### src/assert_macros.svh
// shared assertion macros
`ifndef ASSERT_MACROS_SVH
`define ASSERT_MACROS_SVH

// implication checked every clock outside reset
`define ASSERT_IMPL(label, clk, rst, cond, prop, msg) \
   label: assert property (@(posedge clk) disable iff (rst) (cond) |-> (prop)) \
      else $error(msg);

// next-cycle implication checked every clock outside reset
`define ASSERT_NEXT(label, clk, rst, cond, prop, msg) \
   label: assert property (@(posedge clk) disable iff (rst) (cond) |=> (prop)) \
      else $error(msg);

`endif

### src/rmsn_pkg.sv
`timescale 1ns / 1ps
package rmsn_pkg;

   localparam int unsigned MaxLengthDefault = 4096;
   localparam int unsigned SampleWidth = 16;
   localparam int unsigned EpsWidth = 24;
   localparam int unsigned SumWidth = 43;
   localparam int unsigned ScaleWidth = 32;
   localparam int unsigned RadWidth = 88;
   localparam int unsigned RootWidth = 44;
   localparam int unsigned QuotWidth = 49;
   localparam logic [31:0] ScaleMax = 32'hFFFF_FFFF;
   localparam logic [0:0] ModeAccum = 1'b0;
   localparam logic [0:0] ModeApply = 1'b1;

   // commands from controller to datapath
   typedef struct packed {
      logic accum;
      logic div_start;
      logic div_step;
      logic sqrt_start;
      logic sqrt_step;
      logic recip_start;
      logic recip_step;
      logic scale_load;
      logic apply0;
      logic apply1;
      logic apply2;
   } ctrl_type;

endpackage

### src/rmsn_datapath.sv
`timescale 1ns / 1ps
`include "assert_macros.svh"
module rmsn_datapath #(
   parameter int unsigned MAX_LENGTH = rmsn_pkg::MaxLengthDefault
) (
   input  logic                  clock,
   input  logic                  reset,
   input  rmsn_pkg::ctrl_type    ctrl,
   input  logic [23:0]           epsilon,
   input  logic                  mode,
   input  logic signed [15:0]    sample,
   input  logic signed [15:0]    gain,
   input  logic                  last,
   output logic                  last_accum,
   output logic signed [15:0]    rsp_normalized,
   output logic                  rsp_end_of_vector,
   output logic                  rsp_clipped
);

   localparam int unsigned CountWidth = $clog2(MAX_LENGTH + 1);

   logic [42:0] sum_ff, sum_in;
   logic [CountWidth-1:0] cnt_ff, cnt_in;
   logic [31:0] scale_ff, scale_in;
   // captured request
   logic [15:0] smag_ff, gmag_ff;
   logic neg_ff, last_ff;
   logic [15:0] smag, gmag;
   logic sneg, gneg;
   // restoring divider: sum / count
   logic [42:0] dq_ff, dq_in;
   logic [CountWidth:0] drem_ff, drem_in;
   logic [CountWidth:0] dtrial;
   // sqrt
   logic [87:0] rad_ff, rad_in;
   logic [45:0] srem_ff, srem_in;
   logic [43:0] root_ff, root_in;
   logic [45:0] strial;
   // reciprocal
   logic [48:0] num_ff, num_in;
   logic [48:0] q_ff, q_in;
   logic [44:0] rrem_ff, rrem_in;
   logic [44:0] rtrial;
   // apply
   logic [31:0] p1_ff, p1_in;
   logic [63:0] p2_ff, p2_in;
   logic [29:0] rnd;
   logic [15:0] val;
   logic clip;

   assign smag = sample[15] ? 16'(17'h10000 - {1'b0, sample}) : sample;
   assign gmag = gain[15] ? 16'(17'h10000 - {1'b0, gain}) : gain;
   assign sneg = sample[15];
   assign gneg = gain[15];
   assign last_accum = (mode == rmsn_pkg::ModeAccum) && last;

   // trial subtractions for the divider, square root and reciprocal steps
   assign dtrial = {drem_ff[CountWidth-1:0], dq_ff[42]} - {1'b0, cnt_ff};
   assign strial = {srem_ff[43:0], rad_ff[87:86]} - {root_ff, 2'b01};
   assign rtrial = {rrem_ff[43:0], num_ff[48]} - {1'b0, root_ff};

   always_comb begin
      sum_in = sum_ff;
      cnt_in = cnt_ff;
      dq_in = dq_ff;
      drem_in = drem_ff;
      rad_in = rad_ff;
      srem_in = srem_ff;
      root_in = root_ff;
      num_in = num_ff;
      q_in = q_ff;
      rrem_in = rrem_ff;
      scale_in = scale_ff;
      if (ctrl.accum && cnt_ff < CountWidth'(MAX_LENGTH)) begin
         sum_in = sum_ff + 43'(32'(smag) * 32'(smag));
         cnt_in = cnt_ff + 1'b1;
      end
      if (ctrl.div_start) begin
         dq_in = sum_in;
         drem_in = '0;
         cnt_in = cnt_in;
      end
      if (ctrl.div_step) begin
         if (!dtrial[CountWidth]) begin
            drem_in = dtrial;
            dq_in = {dq_ff[41:0], 1'b1};
         end else begin
            drem_in = {drem_ff[CountWidth-1:0], dq_ff[42]};
            dq_in = {dq_ff[41:0], 1'b0};
         end
      end
      if (ctrl.sqrt_start) begin
         // count is zero only if nothing was counted: mean is then zero
         rad_in = {(cnt_ff == '0 ? 44'd0 : 44'(dq_ff)) + 44'(epsilon), 32'd0, 12'd0};
         rad_in = {12'd0, rad_in[87:12]};
         srem_in = '0;
         root_in = '0;
         sum_in = '0;
         cnt_in = '0;
      end
      if (ctrl.sqrt_step) begin
         rad_in = {rad_ff[85:0], 2'b00};
         if (!strial[45]) begin
            srem_in = strial;
            root_in = {root_ff[42:0], 1'b1};
         end else begin
            srem_in = {srem_ff[43:0], rad_ff[87:86]};
            root_in = {root_ff[42:0], 1'b0};
         end
      end
      if (ctrl.recip_start) begin
         num_in = 49'(64'h1_0000_0000_0000 + 64'(root_ff >> 1));
         q_in = '0;
         rrem_in = '0;
      end
      if (ctrl.recip_step) begin
         num_in = {num_ff[47:0], 1'b0};
         if (!rtrial[44]) begin
            rrem_in = rtrial;
            q_in = {q_ff[47:0], 1'b1};
         end else begin
            rrem_in = {rrem_ff[43:0], num_ff[48]};
            q_in = {q_ff[47:0], 1'b0};
         end
      end
      if (ctrl.scale_load) begin
         if (root_ff == '0 || q_ff[48:32] != '0) scale_in = rmsn_pkg::ScaleMax;
         else scale_in = q_ff[31:0];
      end
   end

   // state registers
   always_ff @(posedge clock) begin
      if (reset) begin
         sum_ff <= '0;
         cnt_ff <= '0;
         scale_ff <= '0;
      end else begin
         sum_ff <= sum_in;
         cnt_ff <= cnt_in;
         scale_ff <= scale_in;
      end
   end

   // iteration registers
   always_ff @(posedge clock) begin
      dq_ff <= dq_in;
      drem_ff <= drem_in;
      rad_ff <= rad_in;
      srem_ff <= srem_in;
      root_ff <= root_in;
      num_ff <= num_in;
      q_ff <= q_in;
      rrem_ff <= rrem_in;
   end

   // apply pipeline: two multiplies then round and saturate
   assign p1_in = smag_ff * gmag_ff;
   assign p2_in = p1_ff * scale_ff;
   assign rnd = 30'((p2_ff + 64'h2_0000_0000) >> 34);
   always_comb begin
      clip = 1'b0;
      if (neg_ff && rnd != '0) begin
         if (rnd > 30'd32768) begin
            clip = 1'b1;
            val = 16'h8000;
         end else begin
            val = 16'(17'h10000 - 17'(rnd));
         end
      end else if (rnd > 30'd32767) begin
         clip = 1'b1;
         val = 16'h7FFF;
      end else begin
         val = 16'(rnd);
      end
   end

   always_ff @(posedge clock) begin
      if (ctrl.apply0) begin
         smag_ff <= smag;
         gmag_ff <= gmag;
         neg_ff <= sneg ^ gneg;
         last_ff <= last;
      end
      if (ctrl.apply1) p1_ff <= p1_in;
      if (ctrl.apply2) p2_ff <= p2_in;
   end

   assign rsp_normalized = val;
   assign rsp_end_of_vector = last_ff;
   assign rsp_clipped = clip;

   `ASSERT_IMPL(a_cnt_bound, clock, reset, 1'b1, cnt_ff <= CountWidth'(MAX_LENGTH),
      "element count above maximum")
   `ASSERT_NEXT(a_sqrt_clears, clock, reset, ctrl.sqrt_start, sum_ff == '0 && cnt_ff == '0,
      "sum not cleared at scale computation")

endmodule

### src/rmsn_ctrl.sv
`timescale 1ns / 1ps
`include "assert_macros.svh"
module rmsn_ctrl (
   input  logic               clock,
   input  logic               reset,
   input  logic               start,
   input  logic               mode,
   input  logic               last_accum,
   output logic               busy,
   output logic               rsp_valid,
   output rmsn_pkg::ctrl_type ctrl
);

   localparam logic [2:0] S_IDLE = 3'd0;
   localparam logic [2:0] S_DIV = 3'd1;
   localparam logic [2:0] S_SQRT = 3'd2;
   localparam logic [2:0] S_RECIP = 3'd3;
   localparam logic [2:0] S_LOAD = 3'd4;
   localparam logic [2:0] S_MUL = 3'd5;
   localparam logic [2:0] S_PROD = 3'd6;
   localparam logic [2:0] S_OUT = 3'd7;

   logic [2:0] state_ff, state_in;
   logic [5:0] step_ff, step_in;
   logic accept;

   assign accept = start && !busy;
   assign busy = state_ff != S_IDLE;
   assign rsp_valid = state_ff == S_OUT;

   // next state and commands
   always_comb begin
      state_in = state_ff;
      step_in = step_ff;
      ctrl = '0;
      case (state_ff)
         S_IDLE: begin
            if (accept) begin
               if (mode == rmsn_pkg::ModeApply) begin
                  ctrl.apply0 = 1'b1;
                  state_in = S_MUL;
               end else begin
                  ctrl.accum = 1'b1;
                  if (last_accum) begin
                     ctrl.div_start = 1'b1;
                     step_in = 6'd42;
                     state_in = S_DIV;
                  end
               end
            end
         end
         S_DIV: begin
            ctrl.div_step = 1'b1;
            step_in = step_ff - 1'b1;
            if (step_ff == '0) begin
               state_in = S_SQRT;
            end
         end
         S_SQRT: begin
            ctrl.sqrt_start = 1'b1;
            step_in = 6'd43;
            state_in = S_RECIP;
         end
         S_RECIP: begin
            ctrl.sqrt_step = 1'b1;
            step_in = step_ff - 1'b1;
            if (step_ff == '0) begin
               state_in = S_LOAD;
               step_in = 6'd49;
            end
         end
         S_LOAD: begin
            if (step_ff == 6'd49) begin
               ctrl.recip_start = 1'b1;
               step_in = 6'd48;
            end else if (step_ff == 6'd63) begin
               // last quotient bit is in, latch the scale
               ctrl.scale_load = 1'b1;
               state_in = S_IDLE;
            end else begin
               ctrl.recip_step = 1'b1;
               step_in = step_ff - 1'b1;
            end
         end
         S_MUL: begin
            ctrl.apply1 = 1'b1;
            state_in = S_PROD;
         end
         S_PROD: begin
            ctrl.apply2 = 1'b1;
            state_in = S_OUT;
         end
         S_OUT: begin
            state_in = S_IDLE;
         end
         default: state_in = S_IDLE;
      endcase
   end

   // state register
   always_ff @(posedge clock) begin
      if (reset) begin
         state_ff <= S_IDLE;
         step_ff <= '0;
      end else begin
         state_ff <= state_in;
         step_ff <= step_in;
      end
   end

   `ASSERT_IMPL(a_busy_no_start, clock, reset, accept, state_ff == S_IDLE,
      "request accepted while busy")
   `ASSERT_NEXT(a_apply_flow, clock, reset, accept && mode == rmsn_pkg::ModeApply,
      state_ff == S_MUL, "apply request did not enter multiply")

endmodule

### src/rms_norm_vector.sv
`timescale 1ns / 1ps
// RMS normalisation, two passes. An accumulate request (mode 0) leaves busy
// low unless last is set; one with last set holds busy while a
// bit-serial divider (43 steps), square root (44 steps) and reciprocal
// divider (49 steps) form the scale, with a step each to start the root,
// start the reciprocal and load the scale. An apply request (mode 1) holds
// busy through two registered multiplies and the output state, and gives one
// response on rsp_valid for exactly one cycle in that output state; the receiver
// cannot stall it.
module rms_norm_vector #(
   parameter int unsigned MAX_LENGTH = rmsn_pkg::MaxLengthDefault
) (
   input  logic               clock,
   input  logic               reset,
   input  logic               start,
   output logic               busy,
   input  logic               req_mode,
   input  logic signed [15:0] req_sample,
   input  logic signed [15:0] req_gain,
   input  logic               req_last,
   output logic               rsp_valid,
   output logic signed [15:0] rsp_normalized,
   output logic               rsp_end_of_vector,
   output logic               rsp_clipped,
   input  logic               csr_write,
   input  logic [23:0]        csr_epsilon
);

   logic [23:0] eps_ff;
   rmsn_pkg::ctrl_type ctrl;
   logic last_accum;

   // epsilon register
   always_ff @(posedge clock) begin
      if (reset) begin
         eps_ff <= 24'd17;
      end else if (csr_write) begin
         eps_ff <= csr_epsilon;
      end
   end

   rmsn_ctrl u_ctrl (
      .clock      (clock),
      .reset      (reset),
      .start      (start),
      .mode       (req_mode),
      .last_accum (last_accum),
      .busy       (busy),
      .rsp_valid  (rsp_valid),
      .ctrl       (ctrl)
   );

   rmsn_datapath #(.MAX_LENGTH(MAX_LENGTH)) u_dp (
      .clock             (clock),
      .reset             (reset),
      .ctrl              (ctrl),
      .epsilon           (eps_ff),
      .mode              (req_mode),
      .sample            (req_sample),
      .gain              (req_gain),
      .last              (req_last),
      .last_accum        (last_accum),
      .rsp_normalized    (rsp_normalized),
      .rsp_end_of_vector (rsp_end_of_vector),
      .rsp_clipped       (rsp_clipped)
   );

endmodule
### config.mk
export PLATFORM = sky130hd
export DESIGN_NAME = rms_norm_vector
export DESIGN_NICKNAME = d
export VERILOG_FILES = /design/src/rmsn_pkg.sv /design/src/rmsn_datapath.sv /design/src/rmsn_ctrl.sv /design/src/rms_norm_vector.sv
export VERILOG_INCLUDE_DIRS = /design/src /design/src/src
export SDC_FILE = /design/constraint.sdc
export NUM_CORES = 2
export LEC_CHECK = 0
export ABC_CLOCK_PERIOD_IN_PS = 8900
export BUFFER_PORTS_ARGS = -buffer_cell sky130_fd_sc_hd__buf_4
export CORE_UTILIZATION = 36
export DETAILED_ROUTE_END_ITERATION = 8
export SKIP_CTS_REPAIR_TIMING = 1
export SLEW_MARGIN = 40
export SYNTH_ARGS = -nofsm -noshare
export SYNTH_HDL_FRONTEND = slang
export SYNTH_SLANG_ARGS = --single-unit
### constraint.sdc
create_clock -name clock -period 8.9 [get_ports clock]
set_input_delay 0.89 -clock clock [delete_from_list [all_inputs] [get_ports clock]]
set_output_delay 0.89 -clock clock [all_outputs]
set_load 0.01 [all_outputs]
# Word-level counts from Yosys, hierarchy flattened

Cells that the tools add are included.

Logic and storage cells: 146
Input bits: 62
Register bits after elaboration: 593

Reduce and logical (&&, ||, !) cells: 20
Mux-type cells: 65
Bitwise logic cells: 2
Magnitude comparators: 3
Equality and inequality tests: 18
$add $sub $neg: 12
Multiply operators: 3

Operator list:

| cell                                                  | count |
|---|---|
| two-way mux 44 bit                                    | 8 |
| two-way mux 49 bit                                    | 4 |
| two-way mux 88 bit                                    | 2 |
| two-way mux 43 bit                                    | 4 |
| adder 64 x 34 -> 64 bit (second input constant)       | 1 |
| multiplier 16 x 16 -> 32 bit                          | 2 |
| multiplier 32 x 32 -> 64 bit                          | 1 |
| two-way mux 16 bit                                    | 4 |
| adder 49 x 43 -> 49 bit (first input constant)        | 1 |
| subtractor 1 x 16 -> 16 bit (first input constant)    | 3 |
| subtractor 46 bit                                     | 1 |
| subtractor 45 x 44 -> 45 bit                          | 1 |
| adder 44 x 24 -> 44 bit                               | 1 |
| zero test 44 bit                                      | 1 |
| adder 43 x 32 -> 43 bit                               | 1 |
| two-way mux 13 bit                                    | 3 |
| two-way mux 6 bit                                     | 6 |
| two-way mux 32 bit                                    | 1 |
| > comparator 30 x 15 -> 1 bit (second input constant) | 1 |
| > comparator 30 x 16 -> 1 bit (second input constant) | 1 |
| one-hot mux 6 bit (5 select lines)                    | 1 |
| nonzero test 30 bit                                   | 1 |
| two-way mux 3 bit                                     | 8 |
| one-hot mux 3 bit (8 select lines)                    | 1 |
| other kinds (30)                                      | 65 |

# Longest topological paths before layout

Depth in word-level cells: 10
Mapped depth: 33

# Modules after synthesis

From an unflattened synthesis, not the netlist that was laid out.

Cells, all modules: 8,701
Area, all modules: 79,302.3 um^2

Modules (own cells, without submodules):

| module          | instances | area an instance (um^2) | cells an instance | sequential area each (um^2) |
|---|---|---|---|---|
| rmsn_datapath   | 1         | 77,658.2                | 8,527             | 14,934.3 |
| rms_norm_vector | 1         | 873.3                   | 77                | 480.5 |
| rmsn_ctrl       | 1         | 770.7                   | 97                | 180.2 |

# Worst setup path before layout

Ideal clock, no wire load.

Kind: input port to flip-flop
From: in req_sample[4]
To: reg u_dp.dq_ff[31], data pin
Data required time: 8.626 ns
Path buffers: 0
Setup slack: 0.297 ns
Arrival time: 8.328 ns
Stages: 30
Cell sequence: or3_1 nor3_1 nand2_1 o41ai_1 xor2_1 clkinv_1 nand2_1 inv_1 fa_1 inv_1 fa_1 fa_1 inv_1 fa_1 fa_1 inv_1 fa_1 inv_1 ha_1 o21a_1 o21ai_0 nand2b_1 a31o_2 o21a_1 a211o_1 a31o_2 a21o_1 a31oi_1 mux2i_1 a31oi_1

Longest elaborated chain between the ends: 7

Ends and longest elaborated chain:

| item                         | RTL line              | RTL |
|---|---|---|
| from (decl)                  | rms_norm_vector.sv:18 | `input logic signed [15:0] req_sample,` |
| subtractor 1 x 16 -> 16 bit  | rmsn_datapath.sv:51   | `assign smag = sample[15] ? 16'(17'h10000 - {1'b0, sample}) : sample;` |
| two-way mux 16 bit           | rmsn_datapath.sv:51   |  |
| named net u_dp.smag[10]      | rmsn_datapath.sv:28   | `logic [15:0] smag, gmag;` |
| multiplier 16 x 16 -> 32 bit | rmsn_datapath.sv:75   | `sum_in = sum_ff + 43'(32'(smag) * 32'(smag));` |
| adder 43 x 32 -> 43 bit      | rmsn_datapath.sv:75   |  |
| two-way mux 43 bit           | rmsn_datapath.sv:74   | `if (ctrl.accum && cnt_ff < CountWidth'(MAX_LENGTH)) begin` |
| two-way mux 43 bit           | rmsn_datapath.sv:78   | `if (ctrl.div_start) begin` |
| two-way mux 43 bit           | rmsn_datapath.sv:83   | `if (ctrl.div_step) begin` |
| named net u_dp.dq_in[31]     | rmsn_datapath.sv:31   | `logic [42:0] dq_ff, dq_in;` |
| to (signal assigned)         | rmsn_datapath.sv:147  | `dq_ff <= dq_in;` |
| to (decl)                    | rmsn_datapath.sv:31   |  |

The timed path passes the listed nets, and every way through them passes these cells. The select of a mux whose other input is x is not followed.
A chain may end at the register's enable or synchronous reset.

# Worst setup path after layout

From: reg u_dp.scale_ff[8]
To: reg u_dp.p2_ff[56], data pin

Longest elaborated chain between the ends: 1

Ends and longest elaborated chain:

| item                         | RTL line             | RTL |
|---|---|---|
| from (decl)                  | rmsn_datapath.sv:24  | `logic [31:0] scale_ff, scale_in;` |
| from (signal assigned)       | rmsn_datapath.sv:141 | `scale_ff <= scale_in;` |
| multiplier 32 x 32 -> 64 bit | rmsn_datapath.sv:159 | `assign p2_in = p1_ff * scale_ff;` |
| named net u_dp.p2_in[56]     | rmsn_datapath.sv:46  | `logic [63:0] p2_ff, p2_in;` |
| to (signal assigned)         | rmsn_datapath.sv:186 | `if (ctrl.apply2) p2_ff <= p2_in;` |
| to (decl)                    | rmsn_datapath.sv:46  |  |

The timed path passes the listed nets, and every way through them passes these cells.

==> impl_metrics.yaml <==
status:
  outcome: "finished, final reports clean"
grt:
  gr-total-overflow: 0
  grt_pass1_vias: 60100
  grt.total_usage: 0.184
  grt_max_degree: 83
  grt_antenna_before_repair: 9
  grt_pass1_wl_mm: 325
cells_and_area:
  drive_gt1_frac: 0.0572
  final_common_cell: "inv_1"
  fillers: 21500
  syn2layout_area_growth_pct: 9.18
  mostFrequentLayoutCells: "inv_1, fa_1, nand2_1, ha_1, nor2_1"
  nets: 10500
synthesis:
  synth.top_cells.by_area: "fa_1, edfxtp_1, ha_1, inv_1, nand2_1"
  synth_edf_count: 438
  synthAdderAreaFrac: 0.425
  synthDistinctLibCells: 96
  synth-simple-area-share: 0.153
  syn_area_per_cell_sq_um: 9.22
  yosysTopAreaCellShare: 0.328
  synthXorXnorAreaFrac: 0.0314
  synth_ff_type: "edfxtp_1"
  synth_top_family_by_area: "adder cells"
  ys_ff_latch: 560
  mappedNetlistArea_sq_um: 78600
  seq_area_frac_synth: 0.199
  syn_inst: 8523
  async_flop_share: 0
  synth_mux_area_frac: 0.0147
  synth_top_area_cell: "fa_1"
  yosysWarnings: 0
  synth_compound_area_frac: 0.0750
sta:
  finalSetupTns_ps: 0
  fmax_ghz: 0.118
  rsz0062_at_grt: "false"
  setup_viol: 0
  fin_crit_ps: 8440
  period_share: 0.949
  maxSlewHeadroom: 0.455
  tightestPinTransition_ps: 807
  finalHoldViolations: 0
  drv_slew: 0
  hold_slack_ps: 412
  fin_skew_ps: 56.6
clock_tree:
  htree_levels: 3
  clk_pin_slew_worst_paths_ps: 60
  cts-root-buf: "clkbuf_16"
  cts_sinks: 560
  clkLatencyLatePin_ps: 700
  ctsLongestPathBuffers: 3
  cts_tree: "yes"
  numCtsBuffers: 71
worst_setup_path:
  cp-start-kind: "register"
  r2r-end: "u_dp.p2_ff[56]"
  cp-startpoint: "u_dp.scale_ff[8]"
  cp.required_ps: 9280
  r2r_setup_slack_ps: 460
  critPathMaxFanout: 10
  cp-end-kind: "register"
  worstSetupPathType: "register to register"
  cp.arrival_ps: 8820
  r2r_cells: 27
  reg2reg_from: "u_dp.scale_ff[8]"
route:
  wl_per_cell_um: 17.4
  firstDrtPassIters: 5
  wl_mm: 200
  drc_errors: 0
  via_count: 57300
  ant_nets: 0
  routed_via_density: 5.01
  drtIter0Drc: 3848
placement:
  place.gp.congestion: 0.884
  dp.final_hpwl_mm: 162
  io_buffers: 81
worst_hold_path:
  min_from: "csr_epsilon[0]"
  hold_path.class: "input pin to register"
  min_path_cells: 2
  hold_end: "eps_ff[0]"
run:
  cap_violations: 0
power_and_ir_drop:
  leakage_nw: 40.0
  power.total_w: 0.0296
  powerDensity_nw_per_um2: 345
  ir_drop_mv: 0.801
die:
  fp.dieArea_sq_um: 220000
  start_util: 0.362
  io_pins: 82
  dieHeight_um: 469
  core_region_area_sq_um: 217000
  die_x_um: 469
  rows: 171
critical path: stages, from the launching register on:
cell	delay [ps]
dfxtp_1	570
buf_4	270
nand2_1	100
fa_1	540
inv_1	60
fa_1	570
fa_1	570
inv_1	50
fa_1	490
inv_1	50
fa_1	570
fa_1	450
fa_1	510
inv_1	50
fa_1	480
inv_1	50
ha_1	320
and4_1	180
nand3_1	120
nor4_1	100
a21oi_1	190
o221ai_1	360
o311ai_1	410
o2111ai_1	250
o311ai_1	380
and3b_1	230
o21ai_0	90
xor2_1	150
cell usage after synthesis, drive strengths merged, types with 10 or more instances:
master and count:
a211o 11, a211oi 40, a21boi 11, a21o 118
a21oi 271, a22o 46, a31oi 35, and2 365
and3 97, and4 12, buf 20, clkbuf 363
dfxtp 122, edfxtp 438, fa 1286, ha 611
inv 1730, mux2i 109, nand2 1265, nand2b 29
nand3 83, nand4 46, nor2 540, nor2b 45
nor3 77, nor4 34, o211ai 17, o21a 28
o21ai 157, o21bai 28, o22ai 10, o31ai 28
or3 18, xnor2 166, xor2 115
area by class of cell:
class / instances / area [sq um] / share of cell area
diodes: 1 / 2.50 / 0.0000292
repair buffers: 307 / 2470 / 0.0288
flip-flops and latches: 560 / 15600 / 0.182
well taps: 2854 / 3570 / 0.0416
multi-input cells: 5850 / 55100 / 0.643
clock buffers: 84 / 1880 / 0.0219
clock inverters: 48 / 606 / 0.00706
inverters: 1738 / 6520 / 0.0761
state kept, by name, indices dropped and copies added, names as in the netlist:
register,count
u_dp.gmag_ff,16
u_dp.neg_ff,1
u_dp.p1_ff,32
u_dp.sum_ff,43
u_ctrl.state_ff,3
u_dp.smag_ff,16
u_dp.dq_ff,43
u_dp.q_ff,49
u_dp.srem_ff,44
eps_ff,24
u_dp.root_ff,44
u_dp.rsp_end_of_vector,1
u_dp.p2_ff,31
u_dp.scale_ff,32
u_ctrl.step_ff,6
u_dp.rrem_ff,44
u_dp.drem_ff,13
u_dp.num_ff,49
u_dp.cnt_ff,13
u_dp.rad_ff,56
power by group:
| group | switching [W] | internal, W |
|---|---|---|
| registers | 0.000555 | 0.00434 |
| logic | 0.0126 | 0.00907 |
| clock network | 0.00129 | 0.00176 |
| total | 0.0144 | 0.0152 |
metal layers:
metal	up-vias	GRT usage	routed length, um
met5	-	0	51
met4	8	0.0355	3260
met3	247	0.0264	11200
met2	1517	0.301	92100
met1	29000	0.260	93000
li1	26600	-	-
logic make-up after synthesis:
| logic type | Yosys count |
|---|---|
| compound gates | 893 |
| fa+ha+maj | 1897 |
| other cells | 2 |
| xor+xnor | 281 |
| buf+inv | 2121 |
| mux | 115 |
| simple gates | 2654 |
| flops | 560 |
worst max path at each step:
stage	endpoint	cells after the start
2_1_floorplan	u_dp.dq_ff[31]	30
3_3_place_gp	u_dp.dq_ff[31]	32
3_5_place_dp	u_dp.dq_ff[31]	32
4_1_cts	u_dp.p2_ff[56]	27
5_1_grt	u_dp.p2_ff[56]	27
6_report	u_dp.p2_ff[56]	27
stage by stage:
stage,instance area (sq um),cells,utilization,setup WS [ps]
4_1_cts,85500,11400,0.394,19.5
3_5_place_dp,83000,11300,0.383,-5.21
5_1_grt,85800,11400,0.395,9.49
6_report,85800,11400,0.395,457
3_3_place_gp,83000,11300,0.382,43.5
2_1_floorplan,78600,8531,-,297
(Power assumes the default switching activity.)
